`src/design/clru_ram.sv`:
```
// Generic single-port-write, single-port-read synchronous RAM with registered read.
// No dependencies.
module clru_ram #(
    parameter int WIDTH = 8,
    parameter int DEPTH = 16,
    parameter int ADDR_W = (DEPTH > 1) ? $clog2(DEPTH) : 1
) (
    input  logic              i_clk,
    input  logic              i_wr_en,
    input  logic [ADDR_W-1:0] i_wr_addr,
    input  logic [WIDTH-1:0]  i_wr_data,
    input  logic              i_rd_en,
    input  logic [ADDR_W-1:0] i_rd_addr,
    output logic [WIDTH-1:0]  o_rd_data
);

    logic [WIDTH-1:0] r_mem [DEPTH];
    logic [WIDTH-1:0] r_rd_data;

    always_ff @(posedge i_clk) begin
        if (i_wr_en) begin
            r_mem[i_wr_addr] <= i_wr_data;
        end
        if (i_rd_en) begin
            r_rd_data <= r_mem[i_rd_addr];
        end
    end

    assign o_rd_data = r_rd_data;

endmodule

```
`config.mk`:
```
export PLATFORM = sky130hd
export DESIGN_NAME = clru_ram
export DESIGN_NICKNAME = d
export VERILOG_FILES = /design/src/design/clru_ram.sv
export SDC_FILE = /design/constraint.sdc
export NUM_CORES = 1
export LEC_CHECK = 0
export ABC_AREA = 1
export ABC_CLOCK_PERIOD_IN_PS = 1300
export BUFFER_PORTS_ARGS = -buffer_cell sky130_fd_sc_hd__buf_4
export CAP_MARGIN = 10
export CORE_MARGIN = 5
export CORE_UTILIZATION = 40
export CTS_BUF_LIST = sky130_fd_sc_hd__clkbuf_2 sky130_fd_sc_hd__clkbuf_4 sky130_fd_sc_hd__clkbuf_8
export CTS_CLUSTER_DIAMETER = 30
export DETAILED_ROUTE_END_ITERATION = 16
export HOLD_SLACK_MARGIN = 0.1
export SYNTH_ARGS = -nofsm -noshare
export SYNTH_HDL_FRONTEND = slang
export SYNTH_SLANG_ARGS = --single-unit
```
`constraint.sdc`:
```
create_clock -name i_clk -period 1.3 [get_ports i_clk]
set_clock_uncertainty 0.05 [all_clocks]
set_input_delay 0.065 -clock i_clk [delete_from_list [all_inputs] [get_ports i_clk]]
set_output_delay 0.065 -clock i_clk [all_outputs]
set_load 0.1 [all_outputs]
```
==> impl_metrics.py, run 1 <==
metrics = {
    "run_status": {
        "outcome": "finished clean",
    },
    "layout": {
        "drive_gt1_frac": 0.128,
        "nets": 625,
        "fin_util": 0.471,
        "finalNonFillerCells": 802,
        "syn2layout_area_growth_pct": 16.3,
        "nFillCells": 1360,
        "antennaDiodeCount": 0,
        "stdcell_area_um2": 6800,
    },
    "die": {
        "die-area_um2": 17100,
        "dieHeight_um": 131,
        "initial_core_util": 0.405,
        "io-pin-count": 27,
        "core.rowCount": 44,
        "core-area_um2": 14400,
        "fp.dieW_um": 131,
    },
    "logic_synthesis": {
        "synthCells": 551,
        "ys_seq_elements": 136,
        "synth_area_um2": 5850,
        "syn_avg_cell_area_um2": 10.6,
        "yosysWarnings": 0,
        "ys_seq_area_frac": 0.698,
        "synthesis.nets": 570,
        "netlist-cell-type-count": 11,
    },
    "placed_design": {
        "dp.final_hpwl_um": 8000,
        "dp.cells": 760,
        "postPlaceCellArea_um2": 6340,
        "numPortBuffers": 26,
        "place_congestion": 0.792,
    },
    "detailed_routing": {
        "vias": 3862,
        "routed_wirelength_um": 12800,
        "drc": 0,
        "first_pass_iters": 5,
        "via_per_inst": 4.82,
        "ant_nets": 0,
        "drt-initial-drc-count": 419,
        "detail_route.wl_per_cell_um": 16.0,
    },
    "sta": {
        "setup_violations": 0,
        "fin_crit_ns": 1.25,
        "timing.fmax_ghz": 0.801,
        "whs_ns": 0.171,
        "maxSlewHeadroom": 0.560,
        "final_max_slew_viol_count": 0,
        "setup-tns-final_ns": 0,
        "worst_pin_slew_ns": 0.659,
        "rsz0062_at_grt": "no",
        "finalCritPeriodShare": 0.960,
        "hold_violations": 0,
    },
    "setup_path": {
        "critPathMaxFanout": 1,
        "criticalPathCategory": "reg -> out",
        "required_ns": 1.19,
        "cp_top_family": "flip-flops",
        "reg2reg_slack_ns": 0.09,
        "r2r-end": "o_rd_data[7]",
        "path_cells": "buf_4",
        "path_buf_inv": 1,
        "crit_arrival_ns": 1.13,
        "rr_startpoint": "r_mem[8][7]",
        "crit_slowest_cell": "edfxtp_1",
        "worst-r2r-cell-count": 6,
        "start_kind": "flop",
        "end_kind": "output port",
        "slowest_delay_ns": 0.38,
    },
    "clock_network": {
        "cts_made_buffers": 17,
        "clkSinkCount": 136,
        "clk_latency_ns": 0.44,
        "clockRootBuffer": "clkbuf_8",
        "cts_tree": "built",
        "clk_pin_slew_ns": 0.07,
        "h-tree-depth": 4,
        "clockBufferDepth": 2,
    },
    "pwr": {
        "ir_drop_v": 0.000584,
        "power_density_nw_per_um2": 1290,
        "cellLeakagePower_nw": 2.91,
    },
    "job": {
        "drv_cap": 0,
    },
    "worst_hold_path": {
        "hp-start": "i_wr_en",
        "whs_path_depth": 4,
        "hold_class": "in -> reg",
        "worst_hold_path.endpoint": "r_mem[1][7]",
    },
    "global_route": {
        "grt_overflow_total": 0,
        "grt_pass1_wl_um": 20100,
        "grt_pass1_vias": 3650,
        "grt_max_degree": 39,
        "antenna_found_initial": 0,
        "grt_usage": 0.162,
    },
}
power breakdown:
part | internal [mW] | leakage [nW] | switching, mW
clock | 1.52 | 0.171 | 1.50
sequential | 4.94 | 1.24 | 0.0297
combinational | 0.245 | 1.51 | 0.575
worst max-delay path by stage:
stage | from | slack, ns | cells past startpoint | to
after detailed placement | i_rd_addr[1] | -0.1 | 6 | o_rd_data[4]
after floorplan | i_wr_addr[2] | 0.23 | 2 | r_mem[10][0]
after global placement | i_rd_addr[1] | -0.09 | 6 | o_rd_data[3]
final | o_rd_data[2] | 0.05 | 1 | o_rd_data[2]
after CTS | o_rd_data[7] | 0.008 | 1 | o_rd_data[7]
after global routing | o_rd_data[2] | 0.008 | 1 | o_rd_data[2]
layout by cell type (no fill, tap or decap), types with 4 or more instances in the layout:
cell type / n
clkbuf_8: 17
nand2_1: 173
edfxtp_1: 136
inv_1: 100
nor2_1: 17
buf_4: 42
nand3_1: 97
dlygate4sd3_1: 11
buf_12: 5
clkinv_2: 4
per-layer routing:
metal | wire length [um] | share of wire | global-route usage
met1 | 5610 | 0.44 | 0.210
met2 | 6200 | 0.48 | 0.262
met3 | 706 | 0.055 | 0.0370
met4 | 310 | 0.024 | 0.0702
met5 | 0 | 0 | 0
worst min-delay path, cell delays in order:
cell and delay (ns):
buf_4 0.10, nand2_1 0.10, nor2_1 0.10, buf_4 0.17
Yosys cell counts:
cell type,instances,area share
nand2_1,173,0.11
edfxtp_1,136,0.70
inv_1,100,0.064
nand3_1,97,0.083
nor2_1,17,0.011
buf_2,13,0.011
buf_6,6,0.012
buf_4,4,0.0051
inv_2,2,0.0013
nand3b_1,2,0.0026
buf_1,1,0.00064
state kept, by name, summed over array words and instances (netlist names):
name	cells
r_mem	128
o_rd_data	8
per-stage QoR:
step                      power, mW  setup WS [ns]
after floorplan                5.55          0.234
after global placement         5.84        -0.0913
after detailed placement       5.86        -0.0996
after CTS                      8.89        0.00846
after global routing           9.17        0.00754
final                          8.80         0.0523
cell type report:
type | count | area (um^2) | share of cell area
sequential | 136 | 4080 | 0.601
multi-input combinational | 289 | 1210 | 0.179
timing repair buffer | 60 | 548 | 0.0806
inverter | 102 | 383 | 0.0563
clock buffer | 20 | 256 | 0.0377
tap | 184 | 230 | 0.0339
clock inverter | 11 | 83.8 | 0.0123
cell families after synthesis:
logic type,count (synthesis),share of synthesized area
buffers and inverters,126,0.0939
DFF,136,0.698
and+or+nand+nor,289,0.208
repair_timing:
item                       4_1_cts  5_1_grt
hold endpoints to repair       144        0
hold buffers                    11        0
resized for setup                0        2
buffers inserted                 0        0
setup endpoints to repair        0        2
Note: power is estimated with default switching activity, not from simulation.
==> run 2: changes to the inputs <==
--- a/config.mk
+++ b/config.mk
@@ -15,6 +15,7 @@
 export CTS_CLUSTER_DIAMETER = 30
 export DETAILED_ROUTE_END_ITERATION = 16
 export HOLD_SLACK_MARGIN = 0.1
+export REMOVE_ABC_BUFFERS = 1
 export SYNTH_ARGS = -nofsm -noshare
 export SYNTH_HDL_FRONTEND = slang
 export SYNTH_SLANG_ARGS = --single-unit
==> run 2 against run 1 <==
Effect of this change:
- utilization grew 0.42 points
- cell area grew 0.88%
- highest routed layer unchanged
- worst hold slack gained 0.022 ns
==> impl_metrics.py, run 2 (synthesized netlist as in run 1, its figures left out) <==
metrics = {
    "sta": {
        "fin_crit_ns": 1.22,
        "hold_violations": 0,
        "final_max_slew_viol_count": 0,
        "worst_pin_slew_ns": 0.611,
        "rsz0062_at_grt": "no",
        "timing.fmax_ghz": 0.818,
        "maxSlewHeadroom": 0.592,
        "finalCritPeriodShare": 0.941,
        "setup_violations": 0,
    },
    "detailed_routing": {
        "via_per_inst": 4.75,
        "detail_route.wl_per_cell_um": 15.6,
        "drt-initial-drc-count": 298,
        "first_pass_iters": 5,
        "ant_nets": 0,
        "vias": 3816,
        "drc": 0,
        "routed_wirelength_um": 12600,
    },
    "clock_network": {
        "h-tree-depth": 4,
        "clockRootBuffer": "clkbuf_8",
        "clockBufferDepth": 2,
        "cts_made_buffers": 17,
        "cts_tree": "built",
        "clk_latency_ns": 0.44,
        "clk_pin_slew_ns": 0.07,
        "cts_setup_buffers": 0,
        "clkSinkCount": 136,
    },
    "setup_path": {
        "required_ns": 1.19,
        "end_kind": "output port",
        "criticalPathCategory": "reg -> out",
        "slowest_delay_ns": 0.45,
        "cp_num_cells": 1,
        "rr_startpoint": "r_mem[5][5]",
        "start_kind": "flop",
        "cp_top_family": "flip-flops",
        "cp-startpoint": "o_rd_data[3]",
        "reg2reg_slack_ns": 0.16,
        "critPathMaxFanout": 1,
        "r2r-end": "o_rd_data[5]",
        "crit_slowest_cell": "edfxtp_1",
        "path_cells": "buf_6",
        "crit_path_end": "o_rd_data[3]",
        "crit_arrival_ns": 1.11,
        "worst-r2r-cell-count": 6,
        "path_buf_inv": 1,
    },
    "global_route": {
        "grt_pass1_wl_um": 20400,
        "grt_usage": 0.160,
        "grt_overflow_total": 0,
        "grt_max_degree": 65,
        "grt_pass1_vias": 3808,
        "antenna_found_initial": 0,
    },
    "placed_design": {
        "place_congestion": 0.820,
        "postPlaceCellArea_um2": 6310,
        "numPortBuffers": 26,
        "dp.final_hpwl_um": 7990,
    },
    "layout": {
        "antennaDiodeCount": 0,
        "layout_common_cells": "nand2_1 (173), edfxtp_1 (136), inv_1 (100), nand3_1 (97), buf_4 (45)",
        "top_register": "r_mem",
        "syn2layout_area_growth_pct": 17.3,
        "stdcell_area_um2": 6860,
        "layout_commonest_cell": "nand2_1",
        "nets": 626,
        "drive_gt1_frac": 0.123,
        "largest_register_ff_count": 128,
    },
    "worst_hold_path": {
        "hold_class": "in -> reg",
    },
    "job": {
        "drv_cap": 0,
    },
    "pwr": {
        "power_mw": 9.50,
        "ir_drop_v": 0.000719,
        "cellLeakagePower_nw": 2.95,
        "power_density_nw_per_um2": 1380,
    },
    "die": {
        "io-pin-count": 27,
        "fp.dieW_um": 131,
        "core.rowCount": 44,
        "initial_core_util": 0.405,
        "die-area_um2": 17100,
        "dieHeight_um": 131,
        "core-area_um2": 14400,
    },
    "run_status": {
        "outcome": "finished clean",
    },
}
-- run 2: changes by cell type in the layout (fill, tap and decap cells not counted) --
cell	delta
clkinv_1	+5
bufinv_16	+4
buf_12	-3
buf_4	+3
clkinv_2	-3
clkinvlp_4	-3
clkbuf_4	-2
buf_6	+1
-- run 2: how the worst min path moves through the flow --
stage            startpoint      endpoint  slack, ns  depth (start not counted)
2_1_floorplan  i_wr_data[0]   r_mem[0][0]       0.11                          0
3_3_place_gp   i_wr_data[3]   r_mem[1][3]       0.33                          1
3_5_place_dp   i_wr_data[3]   r_mem[0][3]       0.34                          1
4_1_cts             i_wr_en   r_mem[3][7]       0.17                          4
5_1_grt        i_wr_addr[0]  r_mem[13][4]       0.21                          4
6_report            i_wr_en   r_mem[3][7]       0.19                          4
-- run 2: where the power goes --
part           switching, mW  leakage [nW]  internal, mW  total, mW
logic                  0.545          1.50         0.236      0.781
registers             0.0328          1.24          4.94       4.97
clock network           1.50         0.214          2.25       3.75
-- run 2: layer usage --
layer | global-route usage | routed length, um | share of wire | up-vias
li1 | - | - | - | 1889
met1 | 0.206 | 5310 | 0.42 | 1794
met2 | 0.261 | 6240 | 0.50 | 114
met3 | 0.0358 | 784 | 0.062 | 19
met4 | 0.0684 | 240 | 0.019 | 0
met5 | 0 | 0 | 0 | -
-- run 2: area by class of cell --
| type | count | area, um^2 |
|---|---|---|
| multi-input cells | 289 | 1210 |
| clock inverters | 14 | 185 |
| fillers | 1343 | 7560 |
| repair buffers | 61 | 522 |
| inverters | 102 | 383 |
| clock buffers | 18 | 241 |
| well taps | 184 | 230 |
| flip-flops and latches | 136 | 4080 |
-- run 2: repair_timing --
item | CTS | global route
hold buffers | 11 | 0
endpoints found under the hold margin | 144 | 0
endpoints found under the setup margin | 2 | 1
gates resized for setup | 2 | 1
-- run 2: stage by stage --
stage          hold WS, ns  setup slack [ns]  utilization  TNS (ns)  instances
3_3_place_gp         0.331           -0.0144        0.438   -0.0144        761
5_1_grt              0.206            0.0326        0.476         0        804
6_report             0.194            0.0768        0.476         0        804
2_1_floorplan        0.114            0.0644            -         0        527
4_1_cts              0.174           0.00898        0.475         0        804
3_5_place_dp         0.339           -0.0266        0.438   -0.0750        761
