[config.mk]
export PLATFORM = sky130hd
export DESIGN_NAME = clru_row_logic
export DESIGN_NICKNAME = d
export VERILOG_FILES = /design/src/design/clru_pkg.sv /design/src/design/clru_row_logic.sv
export SDC_FILE = /design/constraint.sdc
export NUM_CORES = 1
export LEC_CHECK = 0
export ABC_AREA = 1
export BUFFER_PORTS_ARGS = -buffer_cell sky130_fd_sc_hd__buf_4
export CORE_MARGIN = 3
export CORE_UTILIZATION = 40
export DETAILED_ROUTE_END_ITERATION = 7
export GPL_TIMING_DRIVEN = 0
export MAX_ROUTING_LAYER = met4
export SYNTH_ARGS = -nofsm -noshare
export SYNTH_HDL_FRONTEND = slang
export SYNTH_SLANG_ARGS = --single-unit
[constraint.sdc]
create_clock -name vclk -period 8.55
set_input_delay 0.855 -clock vclk [all_inputs]
set_output_delay 0.855 -clock vclk [all_outputs]
set_load 0.05 [all_outputs]
[src/design/clru_pkg.sv]
// Shared types and defaults for the counter-based LRU victim select unit.
// Has no dependencies; the other design files except clru_ram refer to it by scoped names.
package clru_pkg;

    localparam int SET_COUNT_DEFAULT = 1024;
    localparam int WAY_COUNT_DEFAULT = 8;

    localparam int SET_IDX_W = 10;
    localparam int WAY_IDX_W = 3;
    localparam int MASK_W    = 8;

    localparam logic CMD_TOUCH  = 1'b0;
    localparam logic CMD_CHOOSE = 1'b1;

    typedef struct packed {
        logic                 command;
        logic [SET_IDX_W-1:0] set_index;
        logic [WAY_IDX_W-1:0] way;
        logic [MASK_W-1:0]    invalid_mask;
    } t_in_item;

    typedef struct packed {
        logic [WAY_IDX_W-1:0] victim_way;
        logic                 victim_invalid;
    } t_out_item;

endpackage

[src/design/clru_row_logic.sv]
// Combinational update and victim search on one set's row of rank counters.
// Depends on clru_pkg for the field widths and the result item type.
module clru_row_logic #(
    parameter int WAY_COUNT = clru_pkg::WAY_COUNT_DEFAULT,
    parameter int RANK_W = $clog2(WAY_COUNT),
    parameter int ROW_W = WAY_COUNT * RANK_W
) (
    input  logic [ROW_W-1:0]               i_row,
    input  logic [clru_pkg::WAY_IDX_W-1:0] i_way,
    input  logic [clru_pkg::MASK_W-1:0]    i_mask,
    output logic [ROW_W-1:0]               o_row,
    output logic                           o_touch_ok,
    output clru_pkg::t_out_item            o_victim
);

    // Only the ways that own a mask bit can be reported invalid.
    localparam int MASK_WAYS = (WAY_COUNT < clru_pkg::MASK_W) ? WAY_COUNT : clru_pkg::MASK_W;

    logic [RANK_W-1:0] ranks [WAY_COUNT];
    logic [RANK_W-1:0] cur_rank;
    logic              found;
    logic [RANK_W-1:0] best;
    logic [RANK_W-1:0] best_rank;
    logic [RANK_W-1:0] lru;
    logic [RANK_W-1:0] pick;

    always_comb begin
        for (int i = 0; i < WAY_COUNT; i++) begin
            ranks[i] = i_row[i*RANK_W +: RANK_W];
        end
    end

    assign o_touch_ok = (int'(i_way) < WAY_COUNT);

    always_comb begin
        cur_rank = '0;
        for (int i = 0; i < WAY_COUNT; i++) begin
            if (int'(i_way) == i) begin
                cur_rank = ranks[i];
            end
        end
        for (int i = 0; i < WAY_COUNT; i++) begin
            if (int'(i_way) == i) begin
                o_row[i*RANK_W +: RANK_W] = RANK_W'(WAY_COUNT - 1);
            end else if (ranks[i] > cur_rank) begin
                o_row[i*RANK_W +: RANK_W] = ranks[i] - 1'b1;
            end else begin
                o_row[i*RANK_W +: RANK_W] = ranks[i];
            end
        end
    end

    always_comb begin
        found     = 1'b0;
        best      = '0;
        best_rank = '0;
        for (int i = 0; i < MASK_WAYS; i++) begin
            if (i_mask[i] && (!found || (ranks[i] < best_rank))) begin
                found     = 1'b1;
                best      = RANK_W'(i);
                best_rank = ranks[i];
            end
        end
        // Scan downward so the lowest way holding rank zero wins.
        lru = '0;
        for (int i = WAY_COUNT - 1; i >= 0; i--) begin
            if (ranks[i] == '0) begin
                lru = RANK_W'(i);
            end
        end
        pick = found ? best : lru;
        o_victim.victim_way     = clru_pkg::WAY_IDX_W'(pick);
        o_victim.victim_invalid = found;
    end

endmodule

==> results.md, run 1 <==
* Pin slew with the least headroom to its limit at around 0.85 ns
* Post-route minimum period at roughly 8 ns
* Initial antenna violation count at 0
* Netlist area before placement at between 0.002 and 0.0025 mm2
* Fraction of the mapped netlist area in adder cells at 30.4%
* Total routing usage reported by global routing at 20.5%
* Synthesized-area fraction occupied by ao, oa, aoi and oai cells at about a quarter
* Die ar. at about 0.0065 mm2
* Portion of the post-synthesis area used by sequential elements at 0%
* Net count after synthesis at about 460
* Required time of the critical path at 7.70 ns
* Vias in the first global route at between 2,000 and 2,500
* Leading area contributor after synthesis: sky130_fd_sc_hd__ha_1
* Clock share of power at 0%
* Clock buffer instance count of the final layout at 0
* Total leakage power at between 1.5 and 2 nW
* Total area of sequential cells at 0 um2
* Synth Area in Simple Gates at 35.2%
* HP Class: in -> out
* Worst Hold Margin at around 2.1 ns
* Cell count after synthesis at between 300 and 400
* Worst vdd rail ir drop at approximately 0.091 mV
* CP startpoint kind: primary input
* DR pass1 iterations at 4
* Initial core utilization at a little over two fifths
* Final layout net count at 530
* Post_cts resized at 0
* Die Ht at between 80 and 90 um
* Run status: finished, final reports clean
* Kind of cell adding the most delay to the critical path: simple AND/OR/NAND/NOR gates
* Parity-gate share of the synthesized area counting xor and xnor cells at 0%
* Net Switching at approximately 0.00027 W
* Non-filler instance count after layout at 509
* Placeable Area at between 0.005 and 0.006 mm2
* Vias after detailed routing at between 2,000 and 3,000
* Fmax at about 130 MHz
* Dpl cells at 509
* Overall die width at 80.6 um
* Most common cell type on the critical path: sky130_fd_sc_hd__nand2_1
* Main combinational cell family by area after synthesis: simple AND/OR/NAND/NOR gates
* Post-synthesis to final-layout area growth at 27.5%
* Count of buffers inserted at the top-level ports at 63
* Most used cells in the layout excluding fill and tap cells: 106 x sky130_fd_sc_hd__nand2_1, 68 x sky130_fd_sc_hd__buf_4, 59 x sky130_fd_sc_hd__inv_1
* Portion of synthesized cell area occupied by the leading cell type at a little under a third
* P_int at around 0.00013 W
* Post-CTS Hold Buffers at 0
* Last weighted congestion value of the routability-driven placer at between 0.9 and 1
* Worst setup path class: in -> out
* Post-CTS Setup Inserts at 0
* Endpoint of the worst setup timing path: o_victim[3]
* Startpoint of the worst setup timing path: i_row[2]
* Reported max-cap violation count at 0
* Final cycle utilization of the critical path at between 90% and 100%
* Seq_cells at 0
* Routed wire per std cell at 12.7 um
* Remaining design rule violation count at 0
* Grt total ovfl at 0
* Average size of a mapped cell at about 6 um2
* Depth of the critical timing path with buffers and inverters included at 54
* ANT cells at 0
* First-pass GRT wire length at roughly 11 mm
* Estimated wirelength of the detail-placed design at about 5.6 mm
* Setup repair after global routing missed its margin: no
* Core utilization of the finished layout at a little over half
* Critical path data arrival time at 7.11 ns
* Total number of placement rows at 26
* Number of warnings issued by yosys at 0
* Sw frac at 66.8%
* Fraction of layout cells with a size suffix above 1 at about 23%
* Critical-path top delay cell: sky130_fd_sc_hd__ha_1
* Most common library cell in the layout ignoring fill and taps: sky130_fd_sc_hd__nand2_1
* I/O pin count at 64
* Buffer and inverter count on the worst path at 6
* Pins Over Slew Limit at 0
* Worst stage delay on the critical path at slightly below 0.3 ns
* Power density over cell area at between 100 and 150 mW/mm2
* Maximum number of pins on one net before global-route repair at 9
* Wire length reported by the detailed router at 6.44 mm
* Worst rel slew slack at between 40% and 50%
* Top post-synthesis cells by area: sky130_fd_sc_hd__ha_1 30%, sky130_fd_sc_hd__nand2_1 18%, sky130_fd_sc_hd__inv_1 10%
* Final-layout setup total negative slack at 0 ns
* Post-layout total power at a little over 0.0004 W
* Initial DRC Count at 78
* Combinational group share of total power at between 90% and 100%
* Largest fanout on the critical path at 8
* Final Hold Vio Count at 0
* Multiplexer fraction of the synthesized cell area at 0%
* Number of distinct standard cells referenced by the synthesized netlist at 26
* Vias per cell at 5.04
* Part of the total power dissipated in sequential elements at 0%
* Count of nets left with antenna violations after detail routing at 0
* Crit end category: primary output
* Final setup violating endpoints at 0
==> how the worst min path moves through the flow <==
stage / startpoint / endpoint / slack (ns) / cells past startpoint
6_report: i_row[21] / o_row[21] / 2.07 / 3
3_5_place_dp: i_row[21] / o_row[21] / 2.08 / 3
3_3_place_gp: i_row[21] / o_row[21] / 2.07 / 3
4_1_cts: i_row[21] / o_row[21] / 2.08 / 3
5_1_grt: i_row[21] / o_row[21] / 2.11 / 3
2_1_floorplan: i_mask[7] / o_victim[0] / 2.00 / 3
==> per-stage QoR <==
step / setup WS (ns) / area [um2]
floorplan: 0.987 / 2220
global placement: 0.102 / 2780
detailed placement: 0.0330 / 2820
CTS: 0.0427 / 2820
global route: 0.0300 / 2830
finish: 0.584 / 2830
==> tightest hold or removal path, cell delays in order <==
cell and delay (ns):
sky130_fd_sc_hd__buf_4 0.09, sky130_fd_sc_hd__o21ai_0 0.08, sky130_fd_sc_hd__buf_4 0.19
==> cell usage after synthesis, drive strengths merged <==
| library cell | n |
|---|---|
| or2 | 2 |
| inv | 60 |
| o311a | 1 |
| a41oi | 2 |
| nor3 | 4 |
| o211ai | 8 |
| o221ai | 2 |
| nor2 | 9 |
| o21ai | 40 |
| a32oi | 1 |
| ha | 54 |
| conb | 1 |
| a21boi | 5 |
| nand3 | 27 |
| a2111oi | 2 |
| o22ai | 5 |
| a22oi | 1 |
| nand2 | 124 |
| buf | 2 |
| nand4 | 1 |
| a21oi | 21 |
| a31oi | 1 |
==> power groups by stage <==
stage	clock, W	combinational [W]	sequential, W
global route	0	0.000444	0
CTS	0	0.000401	0
global placement	0	0.000390	0
detailed placement	0	0.000400	0
finish	0	0.000403	0
floorplan	0	0.000287	0
==> final cells by class <==
| type | instances | area, um2 |
|---|---|---|
| Tap cell | 70 | 87.6 |
| Multi-Input combinational cell | 311 | 2010 |
| Inverter | 60 | 225 |
| Timing Repair Buffer | 66 | 495 |
| Buffer | 2 | 15.0 |
| Fill cell | 576 | 2400 |
==> routing by layer <==
layer | share of wire (%) | GRT usage, % | vias up | wire [um]
met5 | 0 | - | - | 0
met4 | 0.40 | 0.845 | 0 | 26
met3 | 3.9 | 1.01 | 4 | 248
met2 | 48 | 36.8 | 42 | 3090
met1 | 48 | 26.6 | 1117 | 3070
li1 | - | - | 1402 | -
==> kinds of logic after synthesis <==
| kind of cell | count (synthesis) |
|---|---|
| fa+ha+maj | 54 |
| simple gates | 167 |
| buf+inv | 62 |
| compound gates | 89 |
| other cells | 1 |
No activity file was read; power rests on OpenSTA's default activity.
==> run 2: changes to the inputs <==
==> constraint.sdc (replaced) <==
create_clock -name vclk -period 8.55
set_input_delay 0.855 -clock vclk [all_inputs]
set_output_delay 0.855 -clock vclk [all_outputs]
set_load 0.005 [all_outputs]
==> results.md, run 2 (synthesized netlist as in run 1, its figures left out) <==
* Run status: finished, final reports clean
* Post-route minimum period at 7.93 ns (-0.0395 ns)
* Most common library cell in the layout ignoring fill and taps: sky130_fd_sc_hd__nand2_1
* CP startpoint kind: primary input
* Reported max-cap violation count at 0 (unchanged)
* Initial DRC Count at 94 (+21%)
* I/O pin count at 64 (unchanged)
* Vias in the first global route at 2,349 (unchanged)
* Post_cts resized at 0 (unchanged)
* Power density over cell area at 105 mW/mm2 (-26%)
* Final-layout setup total negative slack at 0 ns (unchanged)
* Placement Cell Area at 0.00282 mm2 (unchanged)
* Remaining design rule violation count at 0 (unchanged)
* Total number of placement rows at 26 (unchanged)
* HP Class: in -> out
* Initial antenna violation count at 0 (unchanged)
* Most common cell type on the critical path: sky130_fd_sc_hd__nand2_1
* Last weighted congestion value of the routability-driven placer at 0.930 (unchanged)
* Final setup violating endpoints at 0 (unchanged)
* Area of the multi-input gates at 0.00200 mm2 (-0.56%)
* Critical path data arrival time at 7.07 ns (-0.04 ns)
* Worst vdd rail ir drop at 0.0451 mV (-50%)
* Routed wire per std cell at 12.6 um (-0.59%)
* Pin slew with the least headroom to its limit at 0.821 ns (-0.0265 ns)
* Estimated wirelength of the detail-placed design at 5.64 mm (unchanged)
* Placeable Area at 0.00524 mm2 (unchanged)
* Final cell area excluding filler cells at 0.00282 mm2 (-0.40%)
* Grt total ovfl at 0 (unchanged)
* Fmax at 126 MHz (+0.50%)
* Worst setup slack after placement at 0.122 ns (+0.0887 ns)
* Final layout net count at 530 (unchanged)
* DR pass1 iterations at 4 (unchanged)
* Count of nets left with antenna violations after detail routing at 0 (unchanged)
* Worst rel slew slack at 45.2% (+1.8 points)
* Depth of the worst hold-timing path at 4 (+1)
* Post-CTS Setup Inserts at 0 (unchanged)
* Die ar. at 0.00649 mm2 (unchanged)
* Largest fanout on the critical path at 8 (unchanged)
* Total leakage power at 1.64 nW (-0.25%)
* Depth of the critical timing path with buffers and inverters included at 49 (-9.3%)
* First-pass GRT wire length at 10.6 mm (unchanged)
* Most used cells in the layout excluding fill and tap cells: 106 x sky130_fd_sc_hd__nand2_1, 68 x sky130_fd_sc_hd__buf_4, 59 x sky130_fd_sc_hd__inv_1
* Setup repair after global routing missed its margin: no
* Maximum number of pins on one net before global-route repair at 9 (unchanged)
* Fill cell count at 577 (+0.17%)
* Required time of the critical path at 7.70 ns (about the same)
* ANT cells at 0 (unchanged)
* Final Hold Vio Count at 0 (unchanged)
* Crit end category: primary output
* Worst stage delay on the critical path at 0.29 ns (about the same)
* Kind of cell adding the most delay to the critical path: simple AND/OR/NAND/NOR gates
* Die Ht at 80.6 um (unchanged)
* Final cycle utilization of the critical path at 92.7% (-0.46 points)
* Clock buffer instance count of the final layout at 0 (unchanged)
* Post-synthesis to final-layout area growth at 27.0%
* Vias after detailed routing at 2,565 (unchanged)
* Worst setup path class: in -> out
* Seq_cells at 0 (unchanged)
* Total area of sequential cells at 0 um2 (unchanged)
* Initial core utilization at 42.5% (unchanged)
* Wire length reported by the detailed router at 6.40 mm (-0.59%)
* Critical-path top delay cell: sky130_fd_sc_hd__ha_1
* Fraction of layout cells with a size suffix above 1 at 22.3% (-0.68 points)
* Post-CTS Hold Buffers at 0 (unchanged)
* Vias per cell at 5.04 (unchanged)
* Buffer and inverter count on the worst path at 4 (-2)
* Pins Over Slew Limit at 0 (unchanged)
* Overall die width at 80.6 um (unchanged)
* Total routing usage reported by global routing at 20.5% (unchanged)
* Core utilization of the finished layout at 53.9% (-0.22 points)
* Post-route setup slack at 0.624 ns (+0.0395 ns)
* Count of buffers inserted at the top-level ports at 63 (unchanged)
## run 2: cell count changes in the layout (fill, tap and decap cells not counted)
cell	previous run	this run
sky130_fd_sc_hd__o21ai_1	7	10
sky130_fd_sc_hd__o21ai_2	4	1
## run 2: path summary, 6_finish.rpt
kind                       from          end  slack [ns]
worst max-delay path   i_row[2]  o_victim[3]        0.62
worst min-delay path  i_row[12]    o_row[12]        2.00
## run 2: final cells by class
type                       instances  share of cell area (%)
buffer                             2                   0.532
inverter                          60                    7.98
multi-input combinational        311                    70.8
tap                               70                    3.10
timing repair buffer              66                    17.6
## run 2: power by group
part / internal [W] / leakage, nW / switching [W]
Combinational: 0.000129 / 1.64 / 0.000166
Clock: 0 / 0 / 0
Sequential: 0 / 0 / 0
Total: 0.000129 / 1.64 / 0.000166
## run 2: per-stage QoR
stage	instances	total power [W]	hold slack [ns]
final	509	0.000295	2.00
after global routing	509	0.000338	2.03
after CTS	509	0.000297	2.01
after detailed placement	509	0.000296	2.01
after global placement	506	0.000286	2.00
after floorplan	373	0.000186	1.79
## run 2: metal layers
layer | share of wire, % | wire length (um) | global-route usage (%)
met4 | 0.41 | 26 | 0.845
met3 | 4.4 | 280 | 1.01
met5 | 0 | 0 | -
met1 | 47 | 3030 | 26.6
met2 | 48 | 3070 | 36.8
